$ cat src/rtl/core/kpuq_pkg.sv
`timescale 1ns / 1ps
`default_nettype none
// ----------------------------------------------------------------------------
// kpuq_pkg
// Shared types and constants for the keyed priority upload queue.
// ----------------------------------------------------------------------------
package kpuq_pkg;
  localparam int QueueDepth = 16;
  localparam int TableDepth = 16;
  localparam int KeyBits    = 32;
  localparam int HandleBits = 16;
  localparam int PrioBits   = 16;
  localparam int CountBits  = $clog2(QueueDepth + 1);
  localparam int QIdxBits   = $clog2(QueueDepth);
  localparam int TIdxBits   = (TableDepth > 1) ? $clog2(TableDepth) : 1;

  localparam logic [2:0] FuncPush   = 3'd0;
  localparam logic [2:0] FuncPop    = 3'd1;
  localparam logic [2:0] FuncClear  = 3'd2;
  localparam logic [2:0] FuncAdd    = 3'd3;
  localparam logic [2:0] FuncCommit = 3'd4;

  localparam logic [1:0] StatusOk      = 2'd0;
  localparam logic [1:0] StatusEmpty   = 2'd1;
  localparam logic [1:0] StatusQFull   = 2'd2;
  localparam logic [1:0] StatusTblFull = 2'd3;

  typedef struct packed {
    logic [2:0]            func;
    logic [31:0]           tile_key;
    logic [15:0]           cmd_handle;
    logic signed [15:0]    entry_priority;
  } req_t;

  typedef struct packed {
    logic [1:0]  status;
    logic [15:0] popped_handle;
    logic [4:0]  queue_count;
  } rsp_t;

  typedef struct packed {
    logic                  valid;
    logic [KeyBits-1:0]    key;
    logic [HandleBits-1:0] handle;
    logic signed [PrioBits-1:0] prio;
  } slot_t;

  // Control from the sequencer to each queue cell.
  typedef struct packed {
    logic                  shift;   // take the neighbor's entry if at/after gap
    logic [QIdxBits-1:0]   gap;     // index of the removed slot
    logic                  rot;     // rotate the ring by one cell
    logic                  reprio;  // the last cell takes the new priority on rotate
    logic signed [PrioBits-1:0] new_prio;
  } cell_ctrl_t;

  typedef enum logic [5:0] {
    StIdle   = 6'b000001,
    StLook   = 6'b000010,
    StScan   = 6'b000100,
    StRemove = 6'b001000,
    StReprio = 6'b010000,
    StResp   = 6'b100000
  } state_e;
endpackage
`default_nettype wire

$ cat src/rtl/core/kpuq_if.sv
`timescale 1ns / 1ps
`default_nettype none
// ----------------------------------------------------------------------------
// kpuq_req_if / kpuq_rsp_if
// Valid-ready channels for requests and results.
// ----------------------------------------------------------------------------
interface kpuq_req_if import kpuq_pkg::*; ();
  logic valid;
  logic ready;
  req_t data;
  modport source (output valid, output data, input ready);
  modport sink (input valid, input data, output ready);
endinterface

interface kpuq_rsp_if import kpuq_pkg::*; ();
  logic valid;
  logic ready;
  rsp_t data;
  modport source (output valid, output data, input ready);
  modport sink (input valid, input data, output ready);
endinterface
`default_nettype wire

$ cat src/rtl/core/kpuq_cell.sv
`timescale 1ns / 1ps
`default_nettype none
// ----------------------------------------------------------------------------
// kpuq_cell
// One queue slot; it rotates with its neighbors and closes a gap on pop.
// ----------------------------------------------------------------------------
module kpuq_cell import kpuq_pkg::*; (
  input  wire logic               clk_i,
  input  wire logic               rst_ni,
  input  wire logic [QIdxBits-1:0] idx_i,
  input  wire cell_ctrl_t         ctrl_i,
  input  wire slot_t              nbr_i,
  input  wire slot_t              load_i,
  input  wire logic               load_en_i,
  output slot_t                   slot_o
);
  slot_t slot_q, slot_d;

  always_comb begin
    slot_d = slot_q;
    if (load_en_i) begin
      slot_d = load_i;
    end else if (ctrl_i.rot) begin
      slot_d = nbr_i;
      if (ctrl_i.reprio && idx_i == QIdxBits'(QueueDepth - 1)) slot_d.prio = ctrl_i.new_prio;
    end else if (ctrl_i.shift && idx_i >= ctrl_i.gap) begin
      slot_d = nbr_i;
    end
  end

  always_ff @(posedge clk_i or negedge rst_ni) begin
    if (!rst_ni) begin
      slot_q.valid <= 1'b0;
      slot_q.key <= '0;
      slot_q.handle <= '0;
      slot_q.prio <= '0;
    end else begin
      slot_q <= slot_d;
    end
  end

  assign slot_o = slot_q;
endmodule
`default_nettype wire

$ cat src/rtl/core/keyed_priority_upload_queue_top.sv
`timescale 1ns / 1ps
`default_nettype none
// ----------------------------------------------------------------------------
// keyed_priority_upload_queue_top
// Priority queue of upload handles with a staged key-to-priority table.
// ----------------------------------------------------------------------------
// One request is handled at a time, from the cycle it is accepted until its
// result is loaded. Push without filtering, push on a full queue, pop on an
// empty queue, clear and unused codes go straight to the result; a push with
// filtering on and an add walk the table one entry a cycle; a pop does a min
// scan over the occupied cells, then a shift; and a commit rotates the ring
// by one cell after each full table lookup of its head.
// The result sits in its own register, so a new request is taken while it
// waits; only the next result stage stalls until it has been accepted.
module keyed_priority_upload_queue_top import kpuq_pkg::*; (
  input  wire logic clk_i,
  input  wire logic rst_ni,
  input  wire logic cfg_we_i,
  input  wire logic [15:0] cfg_wdata_i,
  kpuq_req_if.sink   req,
  kpuq_rsp_if.source rsp
);
  logic signed [PrioBits-1:0] inact_q;
  state_e state_q, state_d;
  req_t req_q;
  logic [CountBits-1:0] cnt_q;
  logic [TIdxBits:0] tix_q;
  logic [CountBits-1:0] qix_q;
  logic [QIdxBits-1:0] best_q;
  logic signed [PrioBits-1:0] bestp_q;
  logic [HandleBits-1:0] besth_q;
  logic hit_q;
  logic signed [PrioBits-1:0] hitp_q;
  logic [TIdxBits:0] free_q;
  logic filter_q;
  logic rsp_valid_q;
  rsp_t rsp_q;
  logic [1:0] sts_q;
  logic [HandleBits-1:0] pop_q;
  logic [TableDepth-1:0] act_v_q, stg_v_q;
  logic [KeyBits-1:0] act_k_q [TableDepth];
  logic signed [PrioBits-1:0] act_p_q [TableDepth];
  logic [KeyBits-1:0] stg_k_q [TableDepth];
  logic signed [PrioBits-1:0] stg_p_q [TableDepth];
  slot_t cells [QueueDepth];
  cell_ctrl_t ctrl;
  logic load_en;
  slot_t load_d;
  logic [TIdxBits-1:0] ti;
  logic [KeyBits-1:0] look_key;
  logic tbl_v;
  logic [KeyBits-1:0] tbl_k;
  logic signed [PrioBits-1:0] tbl_p;
  logic lookup_done;
  logic commit_mode;

  assign req.ready = state_q == StIdle;
  assign rsp.valid = rsp_valid_q;
  assign rsp.data = rsp_q;
  assign ti = tix_q[TIdxBits-1:0];
  assign commit_mode = req_q.func == FuncCommit;
  assign look_key = commit_mode ? cells[0].key : req_q.tile_key;
  assign tbl_v = (req_q.func == FuncAdd) ? stg_v_q[ti] : act_v_q[ti];
  assign tbl_k = (req_q.func == FuncAdd) ? stg_k_q[ti] : act_k_q[ti];
  assign tbl_p = (req_q.func == FuncAdd) ? stg_p_q[ti] : act_p_q[ti];
  assign lookup_done = tix_q == (TIdxBits+1)'(TableDepth - 1);

  for (genvar g = 0; g < QueueDepth; g++) begin : g_cell
    kpuq_cell u_cell (
      .clk_i, .rst_ni,
      .idx_i(QIdxBits'(g)),
      .ctrl_i(ctrl),
      .nbr_i((g == QueueDepth - 1) ? cells[0] : cells[(g + 1) % QueueDepth]),
      .load_i(load_d),
      .load_en_i(load_en && cnt_q[QIdxBits-1:0] == QIdxBits'(g)),
      .slot_o(cells[g])
    );
  end

  logic signed [PrioBits-1:0] found_p;
  logic found;
  assign found = hit_q || (tbl_v && tbl_k == look_key);
  assign found_p = hit_q ? hitp_q : tbl_p;

  always_comb begin
    state_d = state_q;
    ctrl = '0;
    ctrl.gap = best_q;
    load_en = 1'b0;
    load_d.valid = 1'b1;
    load_d.key = req_q.tile_key;
    load_d.handle = req_q.cmd_handle;
    load_d.prio = '0;
    case (state_q)
      StIdle: if (req.valid) state_d = StLook;
      StLook: begin
        case (req_q.func)
          FuncPush: begin
            if (cnt_q == CountBits'(QueueDepth) || !filter_q) state_d = StResp;
            else if (lookup_done) state_d = StResp;
            load_en = cnt_q != CountBits'(QueueDepth) &&
                      (!filter_q || lookup_done);
            load_d.prio = !filter_q ? '0 : (found ? found_p : inact_q);
          end
          FuncPop: state_d = (cnt_q == '0) ? StResp : StScan;
          FuncAdd: if (lookup_done) state_d = StResp;
          FuncCommit: state_d = StReprio;
          default: state_d = StResp;
        endcase
      end
      StScan: if (qix_q == cnt_q) state_d = StRemove;
      StRemove: begin
        ctrl.shift = 1'b1;
        state_d = StResp;
      end
      StReprio: begin
        if (lookup_done) begin
          ctrl.rot = 1'b1;
          ctrl.reprio = qix_q < cnt_q;
          ctrl.new_prio = found ? found_p : inact_q;
          if (qix_q == CountBits'(QueueDepth - 1)) state_d = StResp;
        end
      end
      StResp: if (!rsp_valid_q || rsp.ready) state_d = StIdle;
      default: state_d = StIdle;
    endcase
  end

  always_ff @(posedge clk_i or negedge rst_ni) begin
    if (!rst_ni) begin
      state_q <= StIdle;
      inact_q <= 16'sh7fff;
      cnt_q <= '0;
      filter_q <= 1'b0;
      rsp_valid_q <= 1'b0;
      act_v_q <= '0;
      stg_v_q <= '0;
      tix_q <= '0;
      qix_q <= '0;
      hit_q <= 1'b0;
      free_q <= '0;
    end else begin
      state_q <= state_d;
      if (cfg_we_i) inact_q <= cfg_wdata_i;
      if (state_q == StResp && state_d == StIdle) rsp_valid_q <= 1'b1;
      else if (rsp.ready) rsp_valid_q <= 1'b0;
      case (state_q)
        StIdle: begin
          if (req.valid) req_q <= req.data;
          tix_q <= '0;
          qix_q <= '0;
          hit_q <= 1'b0;
          free_q <= (TIdxBits+1)'(TableDepth);
          sts_q <= StatusOk;
          pop_q <= '0;
          best_q <= '0;
          bestp_q <= cells[0].prio;
          besth_q <= cells[0].handle;
        end
        StLook: begin
          if (!commit_mode && !hit_q && tbl_v && tbl_k == look_key) begin
            hit_q <= 1'b1;
            hitp_q <= tbl_p;
            if (req_q.func == FuncAdd) stg_p_q[ti] <= req_q.entry_priority;
          end
          if (!tbl_v && free_q == (TIdxBits+1)'(TableDepth)) free_q <= tix_q;
          tix_q <= commit_mode ? '0 : tix_q + 1'b1;
          case (req_q.func)
            FuncPush: begin
              if (cnt_q == CountBits'(QueueDepth)) sts_q <= StatusQFull;
              else if (load_en) cnt_q <= cnt_q + 1'b1;
            end
            FuncPop: begin
              if (cnt_q == '0) sts_q <= StatusEmpty;
              qix_q <= CountBits'(1);
            end
            FuncClear: stg_v_q <= '0;
            FuncAdd: begin
              if (lookup_done && !found) begin
                if (free_q != (TIdxBits+1)'(TableDepth)) begin
                  stg_v_q[free_q[TIdxBits-1:0]] <= 1'b1;
                  stg_k_q[free_q[TIdxBits-1:0]] <= req_q.tile_key;
                  stg_p_q[free_q[TIdxBits-1:0]] <= req_q.entry_priority;
                end else if (!tbl_v) begin
                  stg_v_q[ti] <= 1'b1;
                  stg_k_q[ti] <= req_q.tile_key;
                  stg_p_q[ti] <= req_q.entry_priority;
                end else begin
                  sts_q <= StatusTblFull;
                end
              end
            end
            FuncCommit: begin
              act_v_q <= stg_v_q;
              for (int t = 0; t < TableDepth; t++) begin
                act_k_q[t] <= stg_k_q[t];
                act_p_q[t] <= stg_p_q[t];
              end
              filter_q <= 1'b1;
            end
            default: ;
          endcase
        end
        StScan: begin
          if (qix_q != cnt_q) begin
            if (cells[qix_q[QIdxBits-1:0]].prio < bestp_q) begin
              bestp_q <= cells[qix_q[QIdxBits-1:0]].prio;
              besth_q <= cells[qix_q[QIdxBits-1:0]].handle;
              best_q <= qix_q[QIdxBits-1:0];
            end
            qix_q <= qix_q + 1'b1;
          end
        end
        StRemove: begin
          pop_q <= besth_q;
          cnt_q <= cnt_q - 1'b1;
        end
        StReprio: begin
          if (lookup_done) begin
            tix_q <= '0;
            hit_q <= 1'b0;
            qix_q <= qix_q + 1'b1;
          end else begin
            if (!hit_q && tbl_v && tbl_k == look_key) begin
              hit_q <= 1'b1;
              hitp_q <= tbl_p;
            end
            tix_q <= tix_q + 1'b1;
          end
        end
        StResp: begin
          if (state_d == StIdle) begin
            rsp_q.status <= sts_q;
            rsp_q.popped_handle <= pop_q;
            rsp_q.queue_count <= cnt_q;
          end
        end
        default: ;
      endcase
    end
  end

  assert property (@(posedge clk_i) disable iff (!rst_ni) cnt_q <= CountBits'(QueueDepth))
    else $error("queue count overflow");
  assert property (@(posedge clk_i) disable iff (!rst_ni)
    rsp_valid_q && !rsp.ready |=> rsp_valid_q)
    else $error("result lost");
  assert property (@(posedge clk_i) disable iff (!rst_ni)
    state_q == StRemove |=> cnt_q == $past(cnt_q) - 1'b1)
    else $error("pop count mismatch");
endmodule
`default_nettype wire
$ cat src/flat_wrapper.sv
// flat-port wrapper written by rule: the top's interface ports become plain ports
module keyed_priority_upload_queue_top_flat import kpuq_pkg::*;
  (clk_i, rst_ni, cfg_we_i, cfg_wdata_i, req_valid, req_data, req_ready, rsp_valid, rsp_data, rsp_ready);
  kpuq_req_if req_i ();
  kpuq_rsp_if rsp_i ();
  input  wire logic clk_i;
  input  wire logic rst_ni;
  input  wire logic cfg_we_i;
  input  wire logic [15:0] cfg_wdata_i;
  input wire logic [$bits(req_i.valid)-1:0] req_valid;
  input wire logic [$bits(req_i.data)-1:0] req_data;
  output wire logic [$bits(req_i.ready)-1:0] req_ready;
  output wire logic [$bits(rsp_i.valid)-1:0] rsp_valid;
  output wire logic [$bits(rsp_i.data)-1:0] rsp_data;
  input wire logic [$bits(rsp_i.ready)-1:0] rsp_ready;
  assign req_i.valid = req_valid;
  assign req_i.data = req_data;
  assign req_ready = req_i.ready;
  assign rsp_valid = rsp_i.valid;
  assign rsp_data = rsp_i.data;
  assign rsp_i.ready = rsp_ready;
  keyed_priority_upload_queue_top u_core (.clk_i(clk_i), .rst_ni(rst_ni), .cfg_we_i(cfg_we_i), .cfg_wdata_i(cfg_wdata_i), .req(req_i), .rsp(rsp_i));
endmodule
$ cat config.mk
export PLATFORM = sky130hd
export DESIGN_NAME = keyed_priority_upload_queue_top_flat
export DESIGN_NICKNAME = d
export VERILOG_FILES = /design/src/rtl/core/kpuq_pkg.sv /design/src/rtl/core/kpuq_if.sv /design/src/rtl/core/kpuq_cell.sv /design/src/rtl/core/keyed_priority_upload_queue_top.sv /design/src/flat_wrapper.sv
export SDC_FILE = /design/constraint.sdc
export NUM_CORES = 2
export LEC_CHECK = 0
export BUFFER_PORTS_ARGS = -buffer_cell sky130_fd_sc_hd__buf_2
export CAP_MARGIN = 20
export CORE_ASPECT_RATIO = 1.5
export CORE_MARGIN = 4
export CORE_UTILIZATION = 60
export DETAILED_ROUTE_END_ITERATION = 8
export PLACE_DENSITY = 0.72
export SYNTH_ARGS = -nofsm -noshare
export SYNTH_HDL_FRONTEND = slang
export SYNTH_SLANG_ARGS = --single-unit
$ cat constraint.sdc
create_clock -name clk_i -period 41.8 [get_ports clk_i]
set_input_delay 8.36 -clock clk_i [delete_from_list [all_inputs] [get_ports clk_i]]
set_output_delay 8.36 -clock clk_i [all_outputs]
set_load 0.1 [all_outputs]
* Yosys cells after proc, flatten, opt, wreduce, memory -nomap -nowiden
Memories as Yosys holds them, arrays and structs flattened. Cells that the tools add are included. W data, S select, Z words.
Word-level totals: word-level logic and storage cells 431, input port bits 88, memories 4, output and inout bits 25, memory bits (writable) 1536, register bits 1277
Memory list:
- u_core.act_k_q | depth 16, bits a word 32, read ports 1, clocked after memory_dff 0, wr ports 16, RTL line keyed_priority_upload_queue_top.sv:41 | logic [KeyBits-1:0] act_k_q [TableDepth];
- u_core.stg_k_q | depth 16, bits a word 32, read ports 17, clocked after memory_dff 0, wr ports 1, RTL line keyed_priority_upload_queue_top.sv:43 | logic [KeyBits-1:0] stg_k_q [TableDepth];
- u_core.act_p_q | depth 16, bits a word 16, read ports 1, clocked after memory_dff 0, wr ports 16, RTL line keyed_priority_upload_queue_top.sv:42 | logic signed [PrioBits-1:0] act_p_q [TableDepth];
- u_core.stg_p_q | depth 16, bits a word 16, read ports 17, clocked after memory_dff 0, wr ports 1, RTL line keyed_priority_upload_queue_top.sv:44 | logic signed [PrioBits-1:0] stg_p_q [TableDepth];
Operators by class: reductions and logical operators 100, add/subtract/negate cells 4, bitwise gates (word level) 4, order comparisons 23, equality and inequality tests 55, mux-type cells 153
Operators with widths (count):
- $mux W65 | 48
- $mux W16 | 19
- $bmux W65 S4 | 1
- $mux W32 | 5
- $pmux W16 S2 | 5
- $reduce_bool A3 Y1 | 17
- $logic_and A1 B1 Y1 | 48
- $mux W6 | 8
- $mux W5 | 9
- $mux W18 | 2
- $pmux W6 S6 | 1
- $mux W1 | 33
- $eq A32 B32 Y1 | 1
- $eq A4 B4 Y1 const B | 8
- $ge A4 B4 Y1 const A | 8
- $or A16 B16 Y16 | 2
- $reduce_or A32 Y1 | 1
- $pmux W6 S4 | 1
- $pmux W5 S2 | 2
- $pmux W5 S4 | 1
- $eq A4 B3 Y1 const B | 4
- $ge A3 B4 Y1 const A | 4
- $lt A16 B16 Y1 | 1
- $mux W4 | 4
- 53 further kinds | 106

* Logic depth before layout (Yosys ltp)
word-level depth 14, mapped depth 20, gate-level depth less buffers 12

* Modules after synthesis
From an unflattened synthesis, not the netlist that was laid out.
Second synthesis, totals: cell total of the unflattened synthesis 8610, area, all modules 132888.7 sq um
By module, submodules not included:
- keyed_priority_upload_queue_top | sequential area each 52875.7 sq um, area an instance 74412.6 sq um, instances 1, cells an instance 3842
- kpuq_cell | sequential area each 1626.6 sq um, area an instance 3654.8 sq um, instances 16, cells an instance 298

* Worst setup path before layout
Ideal clock, no wire load.
path type input to register, from input rst_ni, to memory u_core.act_k_q[0][0], enable pin, cell stages on the path 1, data arrival time 25.709 ns, library setup time 1.246 ns, path slack 14.846 ns, data required time 40.554 ns, path buffers 0, cells stage by stage and3_1
RTL lines:
- from (decl) | RTL line flat_wrapper.sv:7 | input wire logic rst_ni;
- to (decl) | RTL line keyed_priority_upload_queue_top.sv:41

* Worst setup path after layout
from register u_core.state_q[4], to output req_ready
Between the ends: longest elaborated chain between the ends 1
Ends and longest elaborated chain:
- from (decl) | RTL line keyed_priority_upload_queue_top.sv:24 | state_e state_q, state_d;
- from (signal assigned) | RTL line keyed_priority_upload_queue_top.sv:131 | state_q <= StIdle;
- from (signal assigned) | RTL line keyed_priority_upload_queue_top.sv:143 | state_q <= state_d;
- $eq A6 B1 Y1 | RTL line keyed_priority_upload_queue_top.sv:57 | assign req.ready = state_q == StIdle;
- to (decl) | RTL line flat_wrapper.sv:12 | output wire logic [$bits(req_i.ready)-1:0] req_ready;
No other way between the ends.

==> results.yml <==
job:
  max_cap_violations: 0
cts:
  ctsHoldBuffers: 0
  clk_path_buf_depth: 4
  cts_sinks: 2797
  insertion_delay_ps: 850
  cts_made_buffers: 266
  post-cts-setup-buffers: 0
  cts_tree: "built"
  htreeDepth: 5
  cts.clk_slew.worst_paths_ps: 60
  cts_root_buf: "clkbuf_16"
  cts_resized: 0
global_route:
  grt_pass1_wl_um: 493400
  first_global_vias: 76345
  antenna_found_initial: 6
  grt_max_degree: 191
  grt_usage_pct: 32.71
  overflow: 0
drt:
  routed_via_density: 6.841
  drc: 0
  ant_nets: 0
  wl_per_cell_um: 30.37
  drt_wl_total_um: 333000
  first_iter_violations: 9949
  drt_first_pass_iters: 6
  vias: 75016
critical_path:
  crit_fanout: 7
  critical_path_class: "reg2out"
  arrival_ps: 3320
  required_ps: 33440
  worstSetupEndpointType: "output pin"
  cp-start-kind: "register"
placement:
  postPlaceCellArea_um2: 120900
  place.gp.congestion: 0.8895
  io_buffers: 112
  place_hpwl_um: 190000
floorplan:
  initial_core_util_pct: 60.51
  fp-row-count: 198
  core_um2: 194500
  io_pins: 113
  dieHeight_um: 550.4
  die_w_um: 369.6
  die_area_um2: 203400
synth:
  yosys.area.top_type: "edfxtp_1"
  synth-async-reset-ratio_pct: 39.36
  syn_nets: 8366
  ys.warnings.count: 0
  ys_seq_elements: 2797
  synth_common_cells: "edfxtp_1, nand2_1, dfrtp_1"
  yosys_most_used_dff: "edfxtp_1"
  synth.area.top_cells: "edfxtp_1, dfrtp_1, mux4_2"
  netlist_instances: 8246
  yosysMostFrequentCell: "edfxtp_1"
  syn_area_per_cell_um2: 14.27
  synth_top_area_share_pct: 43.28
  synth-edff-count: 1696
  syn_area_um2: 117700
  ys_types: 74
  ys_seq_area_share_pct: 66.71
sta:
  rsz0062_at_grt: "false"
  finalHoldViolCount: 0
  worstMarginPinSlew_ps: 1208
  finClkSkew_ps: 55.30
  fin_tns_setup_ps: 0
  fmax_ghz: 0.08563
  setup_viol: 0
  fin_crit_ps: 11680
  hold_ws_ps: 425.4
  fin_crit_sh_pct: 27.94
  slew_violations: 0
  relSlewSlack_pct: 19.49
finish:
  nets: 8289
  drive_gt1_share_pct: 17.92
  design_area_um2: 129600
  final_util_pct: 66.63
  area_growth_pct: 10.12
  fillerInstances: 13227
power:
  ir_drop_mv: 0.03440
  p_leak_nw: 50.28
  power_density_nw_per_um2: 48.55
  total_power_mw: 6.291
min_path:
  hold_class: "reg2reg"
status:
  status: "completed"
==> stage by stage <==
step | setup WS (ps) | std cells
floorplan | 14850 | 8246
global placement | 29620 | 10490
detailed placement | 29470 | 10493
CTS | 30190 | 10956
global route | 29970 | 10965
finish | 30120 | 10965
==> area by class of cell <==
cell class	instances	area (µm²)	area share (%)
Inverter	38	142.6	0.1101
Tap cell	2600	3253	2.510
Antenna cell	1	2.502	0.001931
Clock inverter	103	1002	0.7734
Timing Repair Buffer	331	2407	1.858
Clock buffer	360	7476	5.769
Sequential cell	2797	78530	60.60
Multi-Input combinational cell	4735	36770	28.38
==> worst max-delay path: stages (launching register included) <==
cell,delay [ps]
dfrtp_1,430
nor3_1,510
nand3_1,460
inv_1,550
buf_2,530
==> worst paths after layout <==
| kind | from | to | slack (ps) | cells past startpoint |
|---|---|---|---|---|
| max | u_core.state_q[4] | req_ready | 30120 | 4 |
| min | u_core.pop_q[6] | u_core.rsp.data[11] | 430 | 0 |
| max reg2reg | u_core.tix_q[0] | u_core.stg_k_q[0][23] | 32410 | 15 |
| min reg2reg | u_core.pop_q[6] | u_core.rsp.data[11] | 430 | 0 |
| max in group asynchronous | rst_ni | u_core.g_cell[15].u_cell.slot_o[44] | 31490 | 4 |
| min in group asynchronous | rst_ni | u_core.g_cell[3].u_cell.slot_o[25] | 7450 | 1 |
==> power breakdown <==
part / internal, mW / switching, mW
Clock: 1.37 / 1.03
Sequential: 3.05 / 0.115
Combinational: 0.287 / 0.436
Total: 4.71 / 1.58
==> layout by cell type, fill, tap and decap left out, drive strengths merged, types with 31 or more instances in the layout <==
master	synthesis	routed
ha	31	31
edfxtp	1696	1696
o21ai	173	173
inv	36	42
buf	257	331
mux4	511	511
a21oi	133	133
dfrtp	1085	1085
nand2	1142	1142
mux2i	290	290
clkinv	2	73
a22oi	512	512
nor2	820	820
o22ai	477	477
nor3	57	57
o31ai	82	82
and3	31	31
nand3	35	35
mux2	103	103
clkbuf	419	360
==> flip-flops by register name, summed over array words and instances, names as in the netlist, 19 cells and up <==
signal,count
u_core.g_cell.u_cell.slot_o,1024
u_core.act_k_q,512
u_core.stg_k_q,512
u_core.act_p_q,256
u_core.stg_p_q,256
u_core.load_d,48
u_core.rsp.data,23
u_core.req_q,19
==> layer usage <==
| metal | vias up | track usage, % | wire length (µm) | part of all wire [%] |
|---|---|---|---|---|
| li1 | 31081 | - | - | - |
| met1 | 38204 | 41.19 | 116100 | 35 |
| met2 | 4592 | 54.75 | 165000 | 50 |
| met3 | 1135 | 5.671 | 31310 | 9.4 |
| met4 | 4 | 17.52 | 20530 | 6.2 |
| met5 | - | 0 | 27 | 0.0081 |
==> kinds of logic after synthesis <==
kind of cell	Yosys count	share of synthesized area [%]
AO/OA/AOI/OAI	1558	9.281
XOR/XNOR	30	0.2233
adder cells (fa/ha/maj)	32	0.3466
buffers and inverters	714	2.648
flip-flops	2797	66.71
multiplexers	904	13.23
AND/OR/NAND/NOR	2211	7.557
No activity file was read; power rests on OpenSTA's default activity.
